`src/sv/tpgw_pkg.sv`:
```
`timescale 1ns / 1ps
// Shared types and constants for the thermal pixel gray window block.
// Used by tpgw_div_stage and thermal_pixel_gray_window; no dependencies.
package tpgw_pkg;

	localparam int unsigned RAW_W  = 17;
	localparam int unsigned MAG_W  = 16;
	localparam int unsigned DK_W   = 13;
	localparam int unsigned GRAY_W = 8;
	// 254 * 8191 fits in 21 bits
	localparam int unsigned NUM_W  = 21;

	// x / 10 == (x * 52429) >> 19 for every 16-bit x
	localparam logic [MAG_W-1:0] DIV10_MUL   = 16'd52429;
	localparam int unsigned      DIV10_SHIFT = 19;
	localparam int unsigned      PROD_W      = 2 * MAG_W;

	localparam logic [GRAY_W-1:0] GRAY_ZERO = 8'd0;
	localparam logic [GRAY_W-1:0] GRAY_MIN  = 8'd1;
	localparam logic [GRAY_W-1:0] GRAY_MAX  = 8'd255;

	localparam int unsigned BITS_PER_DIV_STAGE = 2;
	localparam int unsigned DIV_STAGES         = GRAY_W / BITS_PER_DIV_STAGE;

	localparam int unsigned CFG_IDX_W = 2;
	localparam logic [CFG_IDX_W-1:0] CFG_LOW  = 2'd0;
	localparam logic [CFG_IDX_W-1:0] CFG_HIGH = 2'd1;

	localparam logic [DK_W-1:0] LOW_RESET  = 13'd3031;
	localparam logic [DK_W-1:0] HIGH_RESET = 13'd3131;

	// Payload carried through the divider stages
	typedef struct packed {
		logic              special;
		logic [GRAY_W-1:0] sgray;
		logic [NUM_W-1:0]  rem;
		logic [DK_W-1:0]   den;
		logic [GRAY_W-1:0] quo;
		logic [DK_W-1:0]   dk;
		logic              fe;
	} div_t;

endpackage

```
`src/sv/tpgw_div_stage.sv`:
```
`timescale 1ns / 1ps
// One pipeline stage of the ramp divider: two restoring quotient bits.
// Depends on tpgw_pkg for div_t and widths.
module tpgw_div_stage import tpgw_pkg::*; #(
	parameter int unsigned QBIT = 7
) (
	input  logic clk,
	input  logic arst_n,
	input  logic in_valid,
	input  div_t in_data,
	output logic in_ready,
	output logic out_valid,
	output div_t out_data,
	input  logic out_ready
);

	localparam int unsigned QHI = QBIT;
	localparam int unsigned QLO = QBIT - 1;

	logic             valid_q;
	div_t             data_q;
	div_t             nxt;
	logic [NUM_W:0]   d_hi, d_lo, r_in, r_mid, r_out;
	logic             q_hi, q_lo;

	always_comb begin
		r_in  = {1'b0, in_data.rem};
		d_hi  = (NUM_W+1)'(in_data.den) << QHI;
		q_hi  = r_in >= d_hi;
		r_mid = q_hi ? r_in - d_hi : r_in;
		d_lo  = (NUM_W+1)'(in_data.den) << QLO;
		q_lo  = r_mid >= d_lo;
		r_out = q_lo ? r_mid - d_lo : r_mid;
		nxt = in_data;
		nxt.rem = r_out[NUM_W-1:0];
		nxt.quo[QHI] = q_hi;
		nxt.quo[QLO] = q_lo;
	end

	assign in_ready  = !valid_q || out_ready;
	assign out_valid = valid_q;
	assign out_data  = data_q;

	always_ff @(posedge clk or negedge arst_n) begin
		if (!arst_n) begin
			valid_q <= 1'b0;
		end else if (in_ready) begin
			valid_q <= in_valid;
		end
	end

	always_ff @(posedge clk) begin
		if (in_ready && in_valid) begin
			data_q <= nxt;
		end
	end

endmodule

```
`src/sv/thermal_pixel_gray_window.sv`:
```
`timescale 1ns / 1ps
// Thermal pixel window/level gray mapping, top level.
// Depends on tpgw_pkg and tpgw_div_stage.
//
// Takes one pixel per clock unless pix_stall is high: a signed centiKelvin raw value
// is clamped at zero and divided by ten (reciprocal multiply) to deciKelvin, then
// mapped to an 8-bit gray through the window [low_decikelvin, high_decikelvin]: zero
// gives 0, above the window 255, below it or with high equal to low 1, inside it
// 1 + floor(254*(v-low)/(high-low)). Throughput is one pixel per clock unless stalled.
// Registered steps: the multiply, the window compare, then the divider stages, each
// resolving two quotient bits. Each stage holds its own item under stall, so bubbles
// close up and input keeps flowing into empty stages while a result waits. Write the
// window registers only while idle; the configuration port is always ready.
module thermal_pixel_gray_window import tpgw_pkg::*; (
	input  logic                    clk,
	input  logic                    arst_n,
	input  logic                    pix_valid,
	output logic                    pix_stall,
	input  logic signed [RAW_W-1:0] raw_value,
	input  logic                    frame_end,
	output logic                    res_valid,
	input  logic                    res_stall,
	output logic [GRAY_W-1:0]       gray_level,
	output logic [DK_W-1:0]         decikelvin,
	output logic                    frame_end_out,
	input  logic                    cfg_valid,
	output logic                    cfg_ready,
	input  logic [CFG_IDX_W-1:0]    cfg_index,
	input  logic [DK_W-1:0]         cfg_data
);

	logic [DK_W-1:0] low_q, high_q;

	assign cfg_ready = 1'b1;

	always_ff @(posedge clk or negedge arst_n) begin
		if (!arst_n) begin
			low_q  <= LOW_RESET;
			high_q <= HIGH_RESET;
		end else if (cfg_valid && cfg_ready) begin
			unique case (cfg_index)
				CFG_LOW:  low_q  <= cfg_data;
				CFG_HIGH: high_q <= cfg_data;
				default: ;
			endcase
		end
	end

	// Stage 1: clamp and reciprocal multiply
	logic              valid_s1, ready_s1;
	logic [PROD_W-1:0] prod_s1;
	logic              fe_s1;
	logic [MAG_W-1:0]  mag;

	// Stage 2: window compare and ramp numerator
	logic              valid_s2, ready_s2;
	div_t              data_s2;
	div_t              nxt_s2;
	logic [DK_W-1:0]   v;
	logic [DK_W-1:0]   dlt;

	div_t              stg_data  [DIV_STAGES+1];
	logic              stg_valid [DIV_STAGES+1];
	logic              stg_ready [DIV_STAGES+1];

	assign mag = raw_value[RAW_W-1] ? '0 : raw_value[MAG_W-1:0];

	assign ready_s1  = !valid_s1 || ready_s2;
	assign pix_stall = !ready_s1;

	always_ff @(posedge clk or negedge arst_n) begin
		if (!arst_n) begin
			valid_s1 <= 1'b0;
		end else if (ready_s1) begin
			valid_s1 <= pix_valid;
		end
	end

	always_ff @(posedge clk) begin
		if (ready_s1 && pix_valid) begin
			prod_s1 <= PROD_W'(mag) * PROD_W'(DIV10_MUL);
			fe_s1   <= frame_end;
		end
	end

	always_comb begin
		v   = prod_s1[DIV10_SHIFT +: DK_W];
		dlt = v - low_q;
		nxt_s2.dk      = v;
		nxt_s2.fe      = fe_s1;
		nxt_s2.quo     = '0;
		nxt_s2.den     = high_q - low_q;
		// 254*d as 256*d - 2*d
		nxt_s2.rem     = {dlt, 8'b0} - NUM_W'({dlt, 1'b0});
		nxt_s2.special = 1'b1;
		priority if (v == '0) begin
			nxt_s2.sgray = GRAY_ZERO;
		end else if (v > high_q) begin
			nxt_s2.sgray = GRAY_MAX;
		end else if (v < low_q || high_q == low_q) begin
			nxt_s2.sgray = GRAY_MIN;
		end else begin
			nxt_s2.sgray   = GRAY_MIN;
			nxt_s2.special = 1'b0;
		end
	end

	assign ready_s2 = !valid_s2 || stg_ready[0];

	always_ff @(posedge clk or negedge arst_n) begin
		if (!arst_n) begin
			valid_s2 <= 1'b0;
		end else if (ready_s2) begin
			valid_s2 <= valid_s1;
		end
	end

	always_ff @(posedge clk) begin
		if (ready_s2 && valid_s1) begin
			data_s2 <= nxt_s2;
		end
	end

	assign stg_valid[0] = valid_s2;
	assign stg_data[0]  = data_s2;
	assign stg_ready[DIV_STAGES] = !res_stall;

	for (genvar g = 0; g < DIV_STAGES; g++) begin : g_div
		tpgw_div_stage #(
			.QBIT(GRAY_W - 1 - g * BITS_PER_DIV_STAGE)
		) u_stage (
			.clk      (clk),
			.arst_n   (arst_n),
			.in_valid (stg_valid[g]),
			.in_data  (stg_data[g]),
			.in_ready (stg_ready[g]),
			.out_valid(stg_valid[g+1]),
			.out_data (stg_data[g+1]),
			.out_ready(stg_ready[g+1])
		);
	end

	assign res_valid     = stg_valid[DIV_STAGES];
	assign decikelvin    = stg_data[DIV_STAGES].dk;
	assign frame_end_out = stg_data[DIV_STAGES].fe;
	assign gray_level    = stg_data[DIV_STAGES].special ? stg_data[DIV_STAGES].sgray
	                                                    : stg_data[DIV_STAGES].quo + GRAY_MIN;

endmodule

```
`config.mk`:
```
export PLATFORM = sky130hd
export DESIGN_NAME = thermal_pixel_gray_window
export DESIGN_NICKNAME = d
export VERILOG_FILES = /design/src/sv/tpgw_pkg.sv /design/src/sv/tpgw_div_stage.sv /design/src/sv/thermal_pixel_gray_window.sv
export SDC_FILE = /design/constraint.sdc
export NUM_CORES = 1
export LEC_CHECK = 0
export BUFFER_PORTS_ARGS = -buffer_cell sky130_fd_sc_hd__buf_2
export CORE_ASPECT_RATIO = 0.8
export CORE_MARGIN = 1
export CORE_UTILIZATION = 40
export CTS_BUF_LIST = sky130_fd_sc_hd__clkbuf_8
export DETAILED_ROUTE_END_ITERATION = 10
export PLACE_DENSITY = 0.55
export SKIP_CTS_REPAIR_TIMING = 1
export SYNTH_ARGS = -nofsm -noshare
export SYNTH_HDL_FRONTEND = slang
export SYNTH_SLANG_ARGS = --single-unit
```
`constraint.sdc`:
```
create_clock -name clk -period 6.3 [get_ports clk]
set_input_delay 0 -clock clk [delete_from_list [all_inputs] [get_ports clk]]
set_output_delay 0 -clock clk [all_outputs]
set_load 0.01 [all_outputs]
```
==> impl_metrics.env, run 1 <==
export IMPL_die_area_mm2=0.0558
export IMPL_place_congestion=0.885
export IMPL_nets=2585
export IMPL_grt_pass1_vias=15227
export IMPL_start_util_pct=40.6
export IMPL_dp_hpwl_mm=41.3
export IMPL_fmax_mhz=176
export IMPL_drt_initial_drc_count=1050
export IMPL_drv_slew=0
export IMPL_grt_overflow=0
export IMPL_syn_inst=2067
export IMPL_clk_pin_slew_ns=0.06
export IMPL_viasPerCell=5.19
export IMPL_synth_area_mm2=0.0220
export IMPL_fin_crit_sh_pct=90.1
export IMPL_row_count=76
export IMPL_num_antenna_cells=0
export IMPL_async_reset_ff_share_pct=11.3
export IMPL_post_drt_wl_per_cell_um=17.3
export IMPL_setup_violations=0
export IMPL_setup_tns_ns=0
export IMPL_arrival_ns=6.12
export IMPL_start_kind="flip-flop"
export IMPL_coreArea_mm2=0.0540
export IMPL_clkLatencyLatePin_ns=0.62
export IMPL_period_minus_slack_ns=5.68
export IMPL_pin_count=63
export IMPL_yosysSeqAreaShare_pct=38.1
export IMPL_fillers=5157
export IMPL_cts_tree="yes"
export IMPL_wirelength_mm=50.6
export IMPL_die_height_um=212
export IMPL_ys_ff_latch=283
export IMPL_finClkSkew_ns=0.0177
export IMPL_vias=15219
export IMPL_critPathRequiredTime_ns=6.74
export IMPL_grt_first_pass_wirelength_mm=81.4
export IMPL_synth_area_per_cell_um2=10.6
export IMPL_synth_distinct_cells=89
export IMPL_clock_root_buffer="clkbuf_8"
export IMPL_ant_nets=0
export IMPL_slew_limit_headroom_pct=41.8
export IMPL_antenna_found_initial=3
export IMPL_grt_usage_pct=18.5
export IMPL_synth_flop_cell="edfxtp_1"
export IMPL_violations="negative hold slack"
export IMPL_clock_path_buffers=3
export IMPL_drc=0
export IMPL_syn_to_final_growth_pct=11.4
export IMPL_rsz0062_at_grt="false"
export IMPL_multi_input_area_mm2=0.0122
export IMPL_hold_path_class="in2async"
export IMPL_drt_first_pass_iters=5
export IMPL_crit_type="reg2reg"
export IMPL_timing_max_cap_violations=0
export IMPL_ys_warn_count=0
export IMPL_place_port_buffers=61
export IMPL_status="finished, violations left"
export IMPL_max_slew_worst_pin_slew_ns=0.866
export IMPL_mostFrequentLayoutCells="inv_1, ha_1, edfxtp_1"
export IMPL_grt_start_max_net_pins=57
export IMPL_hold_viol=7
export IMPL_syn_num_nets=2462
export IMPL_layout_commonest_cell="inv_1"
export IMPL_cts_made_buffers=51
export IMPL_synth_enable_flop_cells=251
export IMPL_cts_htree_levels=2
export IMPL_dieWidth_um=264
export IMPL_seq_area_mm2=0.00836
export IMPL_crit_path_end_kind="flip-flop"
export IMPL_holdWs_ns=-0.00923
export IMPL_crit_fanout=8
export IMPL_drive_gt1_share_pct=12.7
export IMPL_clock_sinks=283
## cell usage after synthesis, types with 4 or more instances
master,number,area share [%]
a211o_1,6,0.24
a211oi_1,10,0.34
a21boi_0,11,0.38
a21o_1,32,1.1
a21oi_1,102,2.3
a221oi_1,4,0.16
a31o_2,5,0.20
a31oi_1,13,0.37
and2_1,17,0.48
and3_1,12,0.34
and4_1,7,0.28
buf_4,17,0.58
clkbuf_1,16,0.27
dfrtp_1,16,1.8
dfstp_2,16,1.9
edfxtp_1,251,34
fa_1,87,7.9
ha_1,270,15
inv_1,298,5.1
mux2_2,52,2.7
mux2_4,12,0.82
mux2i_1,7,0.32
nand2_1,87,1.5
nand2b_1,18,0.51
nand3_1,41,0.93
nand3b_1,4,0.14
nand4_1,22,0.63
nor2_1,149,2.5
nor2b_1,46,1.3
nor3_1,32,0.73
nor4_1,12,0.34
o211ai_1,13,0.44
o21a_1,32,1.1
o21ai_0,81,1.8
o21ai_1,5,0.11
o21ai_2,5,0.20
o21bai_1,15,0.51
o311ai_0,4,0.16
o31a_1,4,0.16
o31ai_1,4,0.14
or2_2,13,0.37
or3_1,10,0.28
xnor2_1,107,4.3
xor2_1,34,1.4
## registers in the layout, summed over array words and instances (netlist names)
| name | flops |
|---|---|
| prod_s1 | 13 |
| fe_s1 | 1 |
| high_q | 13 |
| valid_s1 | 1 |
| g_div.u_stage.out_valid | 4 |
| valid_s2 | 1 |
| low_q | 13 |
| data_s2 | 50 |
| g_div.u_stage.out_data | 187 |
## critical path, cell delays in order (launching register included)
cell	delay [ns]
edfxtp_1	0.40
inv_1	0.08
ha_1	0.33
and2_1	0.19
nand3_1	0.21
nor3_1	0.27
nand2_1	0.16
a211o_1	0.37
and2_1	0.30
inv_4	0.20
mux2_2	0.39
inv_1	0.07
ha_1	0.26
nor2b_1	0.15
o21ai_0	0.29
a21oi_1	0.18
o31a_1	0.28
o21a_1	0.20
o41ai_1	0.48
o21ai_0	0.22
or2_2	0.30
o21ai_0	0.16
## cell families after synthesis
group | count (synthesis) | share of synthesized area (%)
buf+inv | 342 | 6.28
other cells | 1 | 0.0171
mux | 72 | 3.87
xor+xnor | 142 | 5.70
fa+ha+maj | 357 | 23.3
flops | 283 | 38.1
compound gates | 377 | 11.3
simple gates | 493 | 11.5
## stage by stage
stage	util [%]	std cells	area (um2)	setup WS (ns)	hold slack, ns
2_1_floorplan	-	2067	22000	0.880	-0.296
3_3_place_gp	42.7	2812	23100	0.415	0.0805
3_5_place_dp	42.7	2812	23100	0.299	0.0959
4_1_cts	44.8	2903	24200	0.685	-0.592
5_1_grt	45.3	2930	24500	0.214	0.0126
6_report	45.3	2930	24500	0.623	-0.00923
## path summary, 6_finish.rpt
check | from | endpoint | slack, ns | cells after the start
worst max-delay path | data_s2[31] | g_div[0].u_stage.out_data[54] | 0.62 | 21
worst min-delay path | arst_n | high_q[8] | -0.009 | 2
worst max register to register | data_s2[31] | g_div[0].u_stage.out_data[54] | 0.62 | 21
worst min register to register | data_s2[3] | g_div[0].u_stage.out_data[3] | 0.41 | 0
max in group asynchronous | arst_n | high_q[2] | 5.84 | 2
min in group clk | frame_end | fe_s1 | 0.10 | 2
## final cells by class
| type | count | area share [%] |
|---|---|---|
| clock inverter | 36 | 1.40 |
| sequential | 283 | 34.2 |
| timing repair buffer | 111 | 3.06 |
| multi-input combinational | 1442 | 50.0 |
| clock buffer | 55 | 3.10 |
| tap | 702 | 3.59 |
| inverter | 301 | 4.64 |
## metal layers
metal,wire (um),global-route usage (%),up-vias
met2,21600,28.2,350
li1,-,-,7516
met3,2600,2.40,58
met1,25400,27.3,7295
met5,0,0,-
met4,1020,5.45,0
Power of run 1 is left out: the tool's default activity adds up to more than one toggle a clock period on the data nets, which glitch-free logic cannot reach.
==> run 2, diff against run 1 <==
--- a/config.mk
+++ b/config.mk
@@ -15,4 +15,5 @@
 export SKIP_CTS_REPAIR_TIMING = 1
 export SYNTH_ARGS = -nofsm -noshare
 export SYNTH_HDL_FRONTEND = slang
+export SYNTH_HIERARCHICAL = 1
 export SYNTH_SLANG_ARGS = --single-unit
==> run 2 against run 1 <==
Net effect: the run still ends with negative hold slack left; via count up 6.3%; design area up 6.7%; global-route usage up 0.39 points; highest routed layer unchanged; core utilization down 0.44 points.
==> impl_metrics.env, run 2 <==
export IMPL_grt_first_pass_wirelength_mm=88.9
export IMPL_drt_initial_drc_count=912
export IMPL_place_port_buffers=61
export IMPL_crit_type="reg2reg"
export IMPL_fmax_mhz=185
export IMPL_cts_tree="yes"
export IMPL_ff2ff_setup_slack_ns=0.88
export IMPL_multi_input_area_mm2=0.0131
export IMPL_grt_start_max_net_pins=64
export IMPL_grt_busiest_layer="met1"
export IMPL_wirelength_mm=55.7
export IMPL_period_minus_slack_ns=5.42
export IMPL_hold_path_class="in2async"
export IMPL_clock_root_buffer="clkbuf_8"
export IMPL_clk_pin_slew_ns=0.06
export IMPL_vias=16178
export IMPL_holdWs_ns=-0.00868
export IMPL_layout_commonest_cell="inv_1"
export IMPL_synth_area_mm2=0.0236
export IMPL_setup_violations=0
export IMPL_timing_max_cap_violations=0
export IMPL_row_count=79
export IMPL_slew_limit_headroom_pct=39.3
export IMPL_drt_first_pass_iters=6
export IMPL_dp_cells=2989
export IMPL_grt_met3_usage_pct=2.27
export IMPL_critPathSlowestCell="fa_1"
export IMPL_cts_made_buffers=53
export IMPL_ant_nets=0
export IMPL_slowest_delay_ns=0.45
export IMPL_mostFrequentLayoutCells="inv_1, edfxtp_1, ha_1"
export IMPL_clkLatencyLatePin_ns=0.64
export IMPL_cts_htree_levels=2
export IMPL_dieWidth_um=273
export IMPL_final_area_mm2=0.0261
export IMPL_fin_crit_sh_pct=86.0
export IMPL_dp_hpwl_mm=44.8
export IMPL_post_drt_wl_per_cell_um=17.9
export IMPL_crit_fanout=16
export IMPL_crit_path_end_kind="flip-flop"
export IMPL_drive_gt1_share_pct=12.2
export IMPL_clock_path_buffers=3
export IMPL_nets=2704
export IMPL_drv_slew=0
export IMPL_place_congestion=0.896
export IMPL_grt_pass1_vias=16123
export IMPL_die_height_um=219
export IMPL_setup_tns_ns=0
export IMPL_path_cells="inv_1 -> ha_1 -> nor2b_1 -> o31ai_1 -> a311o_1 -> and4_1 -> inv_6 -> nor2_1 -> a21oi_1 -> fa_1 -> a21o_1 -> a21o_1 -> a21oi_1 -> o2111ai_1 -> a31oi_1 -> and4b_4 -> nand3_4 -> mux2_4"
export IMPL_worst_path_buf_inv=2
export IMPL_pin_count=63
export IMPL_ys_warn_count=6
export IMPL_stdcell_count=3117
export IMPL_use_met1_pct=28.9
export IMPL_grt_usage_pct=18.9
export IMPL_syn_inst=2190
export IMPL_seq_area_mm2=0.00917
export IMPL_place_area_mm2=0.0247
export IMPL_start_util_pct=40.5
export IMPL_die_area_mm2=0.0599
export IMPL_grtUsageMet2_pct=28.6
export IMPL_violations="negative hold slack"
export IMPL_coreArea_mm2=0.0582
export IMPL_arrival_ns=5.75
export IMPL_status="finished, violations left"
export IMPL_hold_viol=9
export IMPL_critPathRequiredTime_ns=6.63
export IMPL_r2r_cells=18
export IMPL_clock_sinks=310
export IMPL_start_kind="flip-flop"
export IMPL_antenna_found_initial=0
export IMPL_critPathTopFamily="compound AO/OA/AOI/OAI gates"
export IMPL_rsz0062_at_grt="false"
export IMPL_largest_register_ffs=214
export IMPL_syn_to_final_growth_pct=10.7
export IMPL_grt_overflow=0
export IMPL_synth_area_per_cell_um2=10.8
export IMPL_r2r_end="g_div[2].u_stage/out_data[46]"
export IMPL_viasPerCell=5.19
export IMPL_max_slew_worst_pin_slew_ns=0.904
export IMPL_fillers=5452
export IMPL_r2r_start="g_div[1].u_stage/out_data[23]"
export IMPL_drc=0
export IMPL_finClkSkew_ns=0.0572
-- run 2: through the flow --
step	util, %	worst slack [ns]	hold WS (ns)
floorplan	-	0.809	-0.296
global placement	42.4	0.488	0.0982
detailed placement	42.4	0.341	0.108
CTS	44.3	0.919	-0.578
global route	44.8	0.476	0.0435
finish	44.8	0.884	-0.00868
-- run 2: area by class of cell --
class | instances | area share, %
clock inverters | 35 | 0.987
diodes | 2 | 0.0192
inverters | 286 | 4.13
well taps | 769 | 3.69
clock buffers | 59 | 3.11
multi-input cells | 1552 | 50.2
repair buffers | 104 | 2.71
flip-flops and latches | 310 | 35.1
-- run 2: routing by layer --
| metal | vias up | wire length [um] | share of wire, % |
|---|---|---|---|
| li1 | 8076 | - | - |
| met1 | 7753 | 29400 | 53 |
| met2 | 302 | 23500 | 42 |
| met3 | 47 | 2130 | 3.8 |
| met4 | 0 | 673 | 1.2 |
| met5 | - | 0 | 0 |
-- run 2: worst max path at each step --
stage / from / to / slack (ns) / cells after the start
after global routing: g_div[1].u_stage/out_data[23] / g_div[2].u_stage/out_data[54] / 0.48 / 18
after detailed placement: raw_value[16] / prod_s1[28] / 0.34 / 21
after floorplan: raw_value[16] / prod_s1[31] / 0.81 / 22
after global placement: raw_value[16] / prod_s1[28] / 0.49 / 21
final: g_div[1].u_stage/out_data[23] / g_div[2].u_stage/out_data[46] / 0.88 / 18
after CTS: g_div[1].u_stage/out_data[23] / g_div[2].u_stage/out_data[46] / 0.92 / 18
Power of run 2 is left out for the same reason.
==> run 3, diff against run 2 <==
--- a/config.mk
+++ b/config.mk
@@ -12,6 +12,7 @@
 export CTS_BUF_LIST = sky130_fd_sc_hd__clkbuf_8
 export DETAILED_ROUTE_END_ITERATION = 10
 export PLACE_DENSITY = 0.55
+export RECOVER_POWER = 25
 export SKIP_CTS_REPAIR_TIMING = 1
 export SYNTH_ARGS = -nofsm -noshare
 export SYNTH_HDL_FRONTEND = slang
==> run 3 against run 2 <==
Net effect: the flow finishes with violations (max-capacitance violations, max-slew violations); sequential cell count did not move; routed wire length hardly changed; maximum frequency is essentially flat; first-iteration DRC count grew 0.33%; register-to-register slack about the same; global-route usage did not move; core utilization about the same; critical path depth did not move; die area is the same; non-clock buffer count stayed put; sequential share of layout area about the same; critical path type unchanged; highest routed layer unchanged.
==> impl_metrics.env, run 3 (synthesized netlist as in run 2, its figures left out) <==
export IMPL_status="finished, violations left"
export IMPL_violations="max-capacitance violations, max-slew violations"
export IMPL_path_cells="inv_1 -> ha_1 -> nor2b_1 -> o31ai_1 -> a311o_1 -> and4_1 -> inv_6 -> nor2_1 -> a21oi_1 -> fa_1 -> a21o_1 -> a21o_1 -> a21oi_1 -> o2111ai_1 -> a31oi_1 -> and4b_4 -> nand3_4 -> mux2_4"
export IMPL_antenna_found_initial=0
export IMPL_grt_overflow=0
export IMPL_wirelength_mm=55.6
export IMPL_r2r_start="g_div[1].u_stage/out_data[23]"
export IMPL_timing_max_cap_violations=1
export IMPL_pin_count=63
export IMPL_hold_viol=0
export IMPL_drc=0
export IMPL_critPathRequiredTime_ns=6.63
export IMPL_drive_gt1_share_pct=12.2
export IMPL_clkLatencyLatePin_ns=0.64
export IMPL_ff2ff_setup_slack_ns=0.88
export IMPL_critPathSlowestCell="fa_1"
export IMPL_place_port_buffers=61
export IMPL_drt_first_pass_iters=6
export IMPL_place_congestion=0.896
export IMPL_crit_path_end_kind="flip-flop"
export IMPL_largest_register_ffs=214
export IMPL_slowest_delay_ns=0.45
export IMPL_hold_path_class="in2reg"
export IMPL_cts_htree_levels=2
export IMPL_whs_path_depth=2
export IMPL_ant_nets=0
export IMPL_arrival_ns=5.75
export IMPL_r2r_end="g_div[2].u_stage/out_data[46]"
export IMPL_syn_to_final_growth_pct=10.7
export IMPL_rsz0062_at_grt="false"
export IMPL_layout_commonest_cell="inv_1"
export IMPL_min_to="fe_s1"
export IMPL_die_area_mm2=0.0599
export IMPL_fin_crit_sh_pct=86.0
export IMPL_worst_path_buf_inv=2
export IMPL_cts_made_buffers=53
export IMPL_setup_tns_ns=0
export IMPL_grt_start_max_net_pins=64
export IMPL_finClkSkew_ns=0.0569
export IMPL_start_util_pct=40.5
export IMPL_fmax_mhz=185
export IMPL_slew_limit_headroom_pct=-22.1
export IMPL_clock_sinks=310
export IMPL_clock_path_buffers=3
export IMPL_dp_hpwl_mm=44.8
export IMPL_grt_usage_pct=18.9
export IMPL_drv_slew=33
export IMPL_die_height_um=219
export IMPL_crit_fanout=16
export IMPL_vias=16177
export IMPL_viasPerCell=5.19
export IMPL_grt_pass1_vias=16123
export IMPL_row_count=79
export IMPL_nets=2704
export IMPL_critPathTopFamily="compound AO/OA/AOI/OAI gates"
export IMPL_setup_violations=0
export IMPL_grt_first_pass_wirelength_mm=88.9
export IMPL_r2r_cells=18
export IMPL_max_slew_worst_pin_slew_ns=1.83
export IMPL_cts_tree="yes"
export IMPL_clock_root_buffer="clkbuf_8"
export IMPL_mostFrequentLayoutCells="inv_1, edfxtp_1, ha_1"
export IMPL_clk_pin_slew_ns=0.06
export IMPL_crit_type="reg2reg"
export IMPL_start_kind="flip-flop"
export IMPL_period_minus_slack_ns=5.42
export IMPL_dieWidth_um=273
export IMPL_worstHoldStart="frame_end"
export IMPL_drt_initial_drc_count=915
export IMPL_fillers=5453
export IMPL_coreArea_mm2=0.0582
export IMPL_post_drt_wl_per_cell_um=17.9
## run 3: changes by cell type in the layout (fill, tap and decap cells not counted)
cell      delta
buf_2        -1
clkbuf_1     +1
## run 3: cell type report
| class | count | area [um2] | area share [%] |
|---|---|---|---|
| Antenna cell | 2 | 5.00 | 0.0192 |
| Clock buffer | 59 | 812 | 3.11 |
| Clock inverter | 35 | 258 | 0.987 |
| Inverter | 286 | 1080 | 4.13 |
| Multi-Input combinational cell | 1552 | 13100 | 50.2 |
| Sequential cell | 310 | 9170 | 35.1 |
| Tap cell | 769 | 962 | 3.69 |
| Timing Repair Buffer | 104 | 707 | 2.71 |
## run 3: metal layers
metal	GRT usage, %	wire, um	vias to the layer above
li1	-	-	8081
met1	28.9	29400	7757
met2	28.6	23500	296
met3	2.27	2070	43
met4	3.50	671	0
met5	0	0	-
## run 3: worst max-delay path by stage
stage	startpoint	end	slack, ns	depth (start not counted)
after floorplan	raw_value[16]	prod_s1[31]	0.81	22
after global placement	raw_value[16]	prod_s1[28]	0.49	21
after detailed placement	raw_value[16]	prod_s1[28]	0.34	21
after CTS	g_div[1].u_stage/out_data[23]	g_div[2].u_stage/out_data[46]	0.92	18
after global routing	g_div[1].u_stage/out_data[23]	g_div[2].u_stage/out_data[54]	0.48	18
final	g_div[1].u_stage/out_data[23]	g_div[2].u_stage/out_data[46]	0.88	18
## run 3: through the flow
step / std cells / hold slack [ns] / instance area [um2] / setup slack [ns] / utilization [%]
after floorplan: 2191 / -0.296 / 23600 / 0.809 / -
after global placement: 2989 / 0.0982 / 24700 / 0.488 / 42.4
after detailed placement: 2989 / 0.108 / 24700 / 0.341 / 42.4
after CTS: 3083 / -0.578 / 25800 / 0.919 / 44.3
after global routing: 3115 / 0.0936 / 26100 / 0.476 / 44.8
final: 3117 / 0.105 / 26100 / 0.884 / 44.8
Power of run 3 is left out for the same reason.
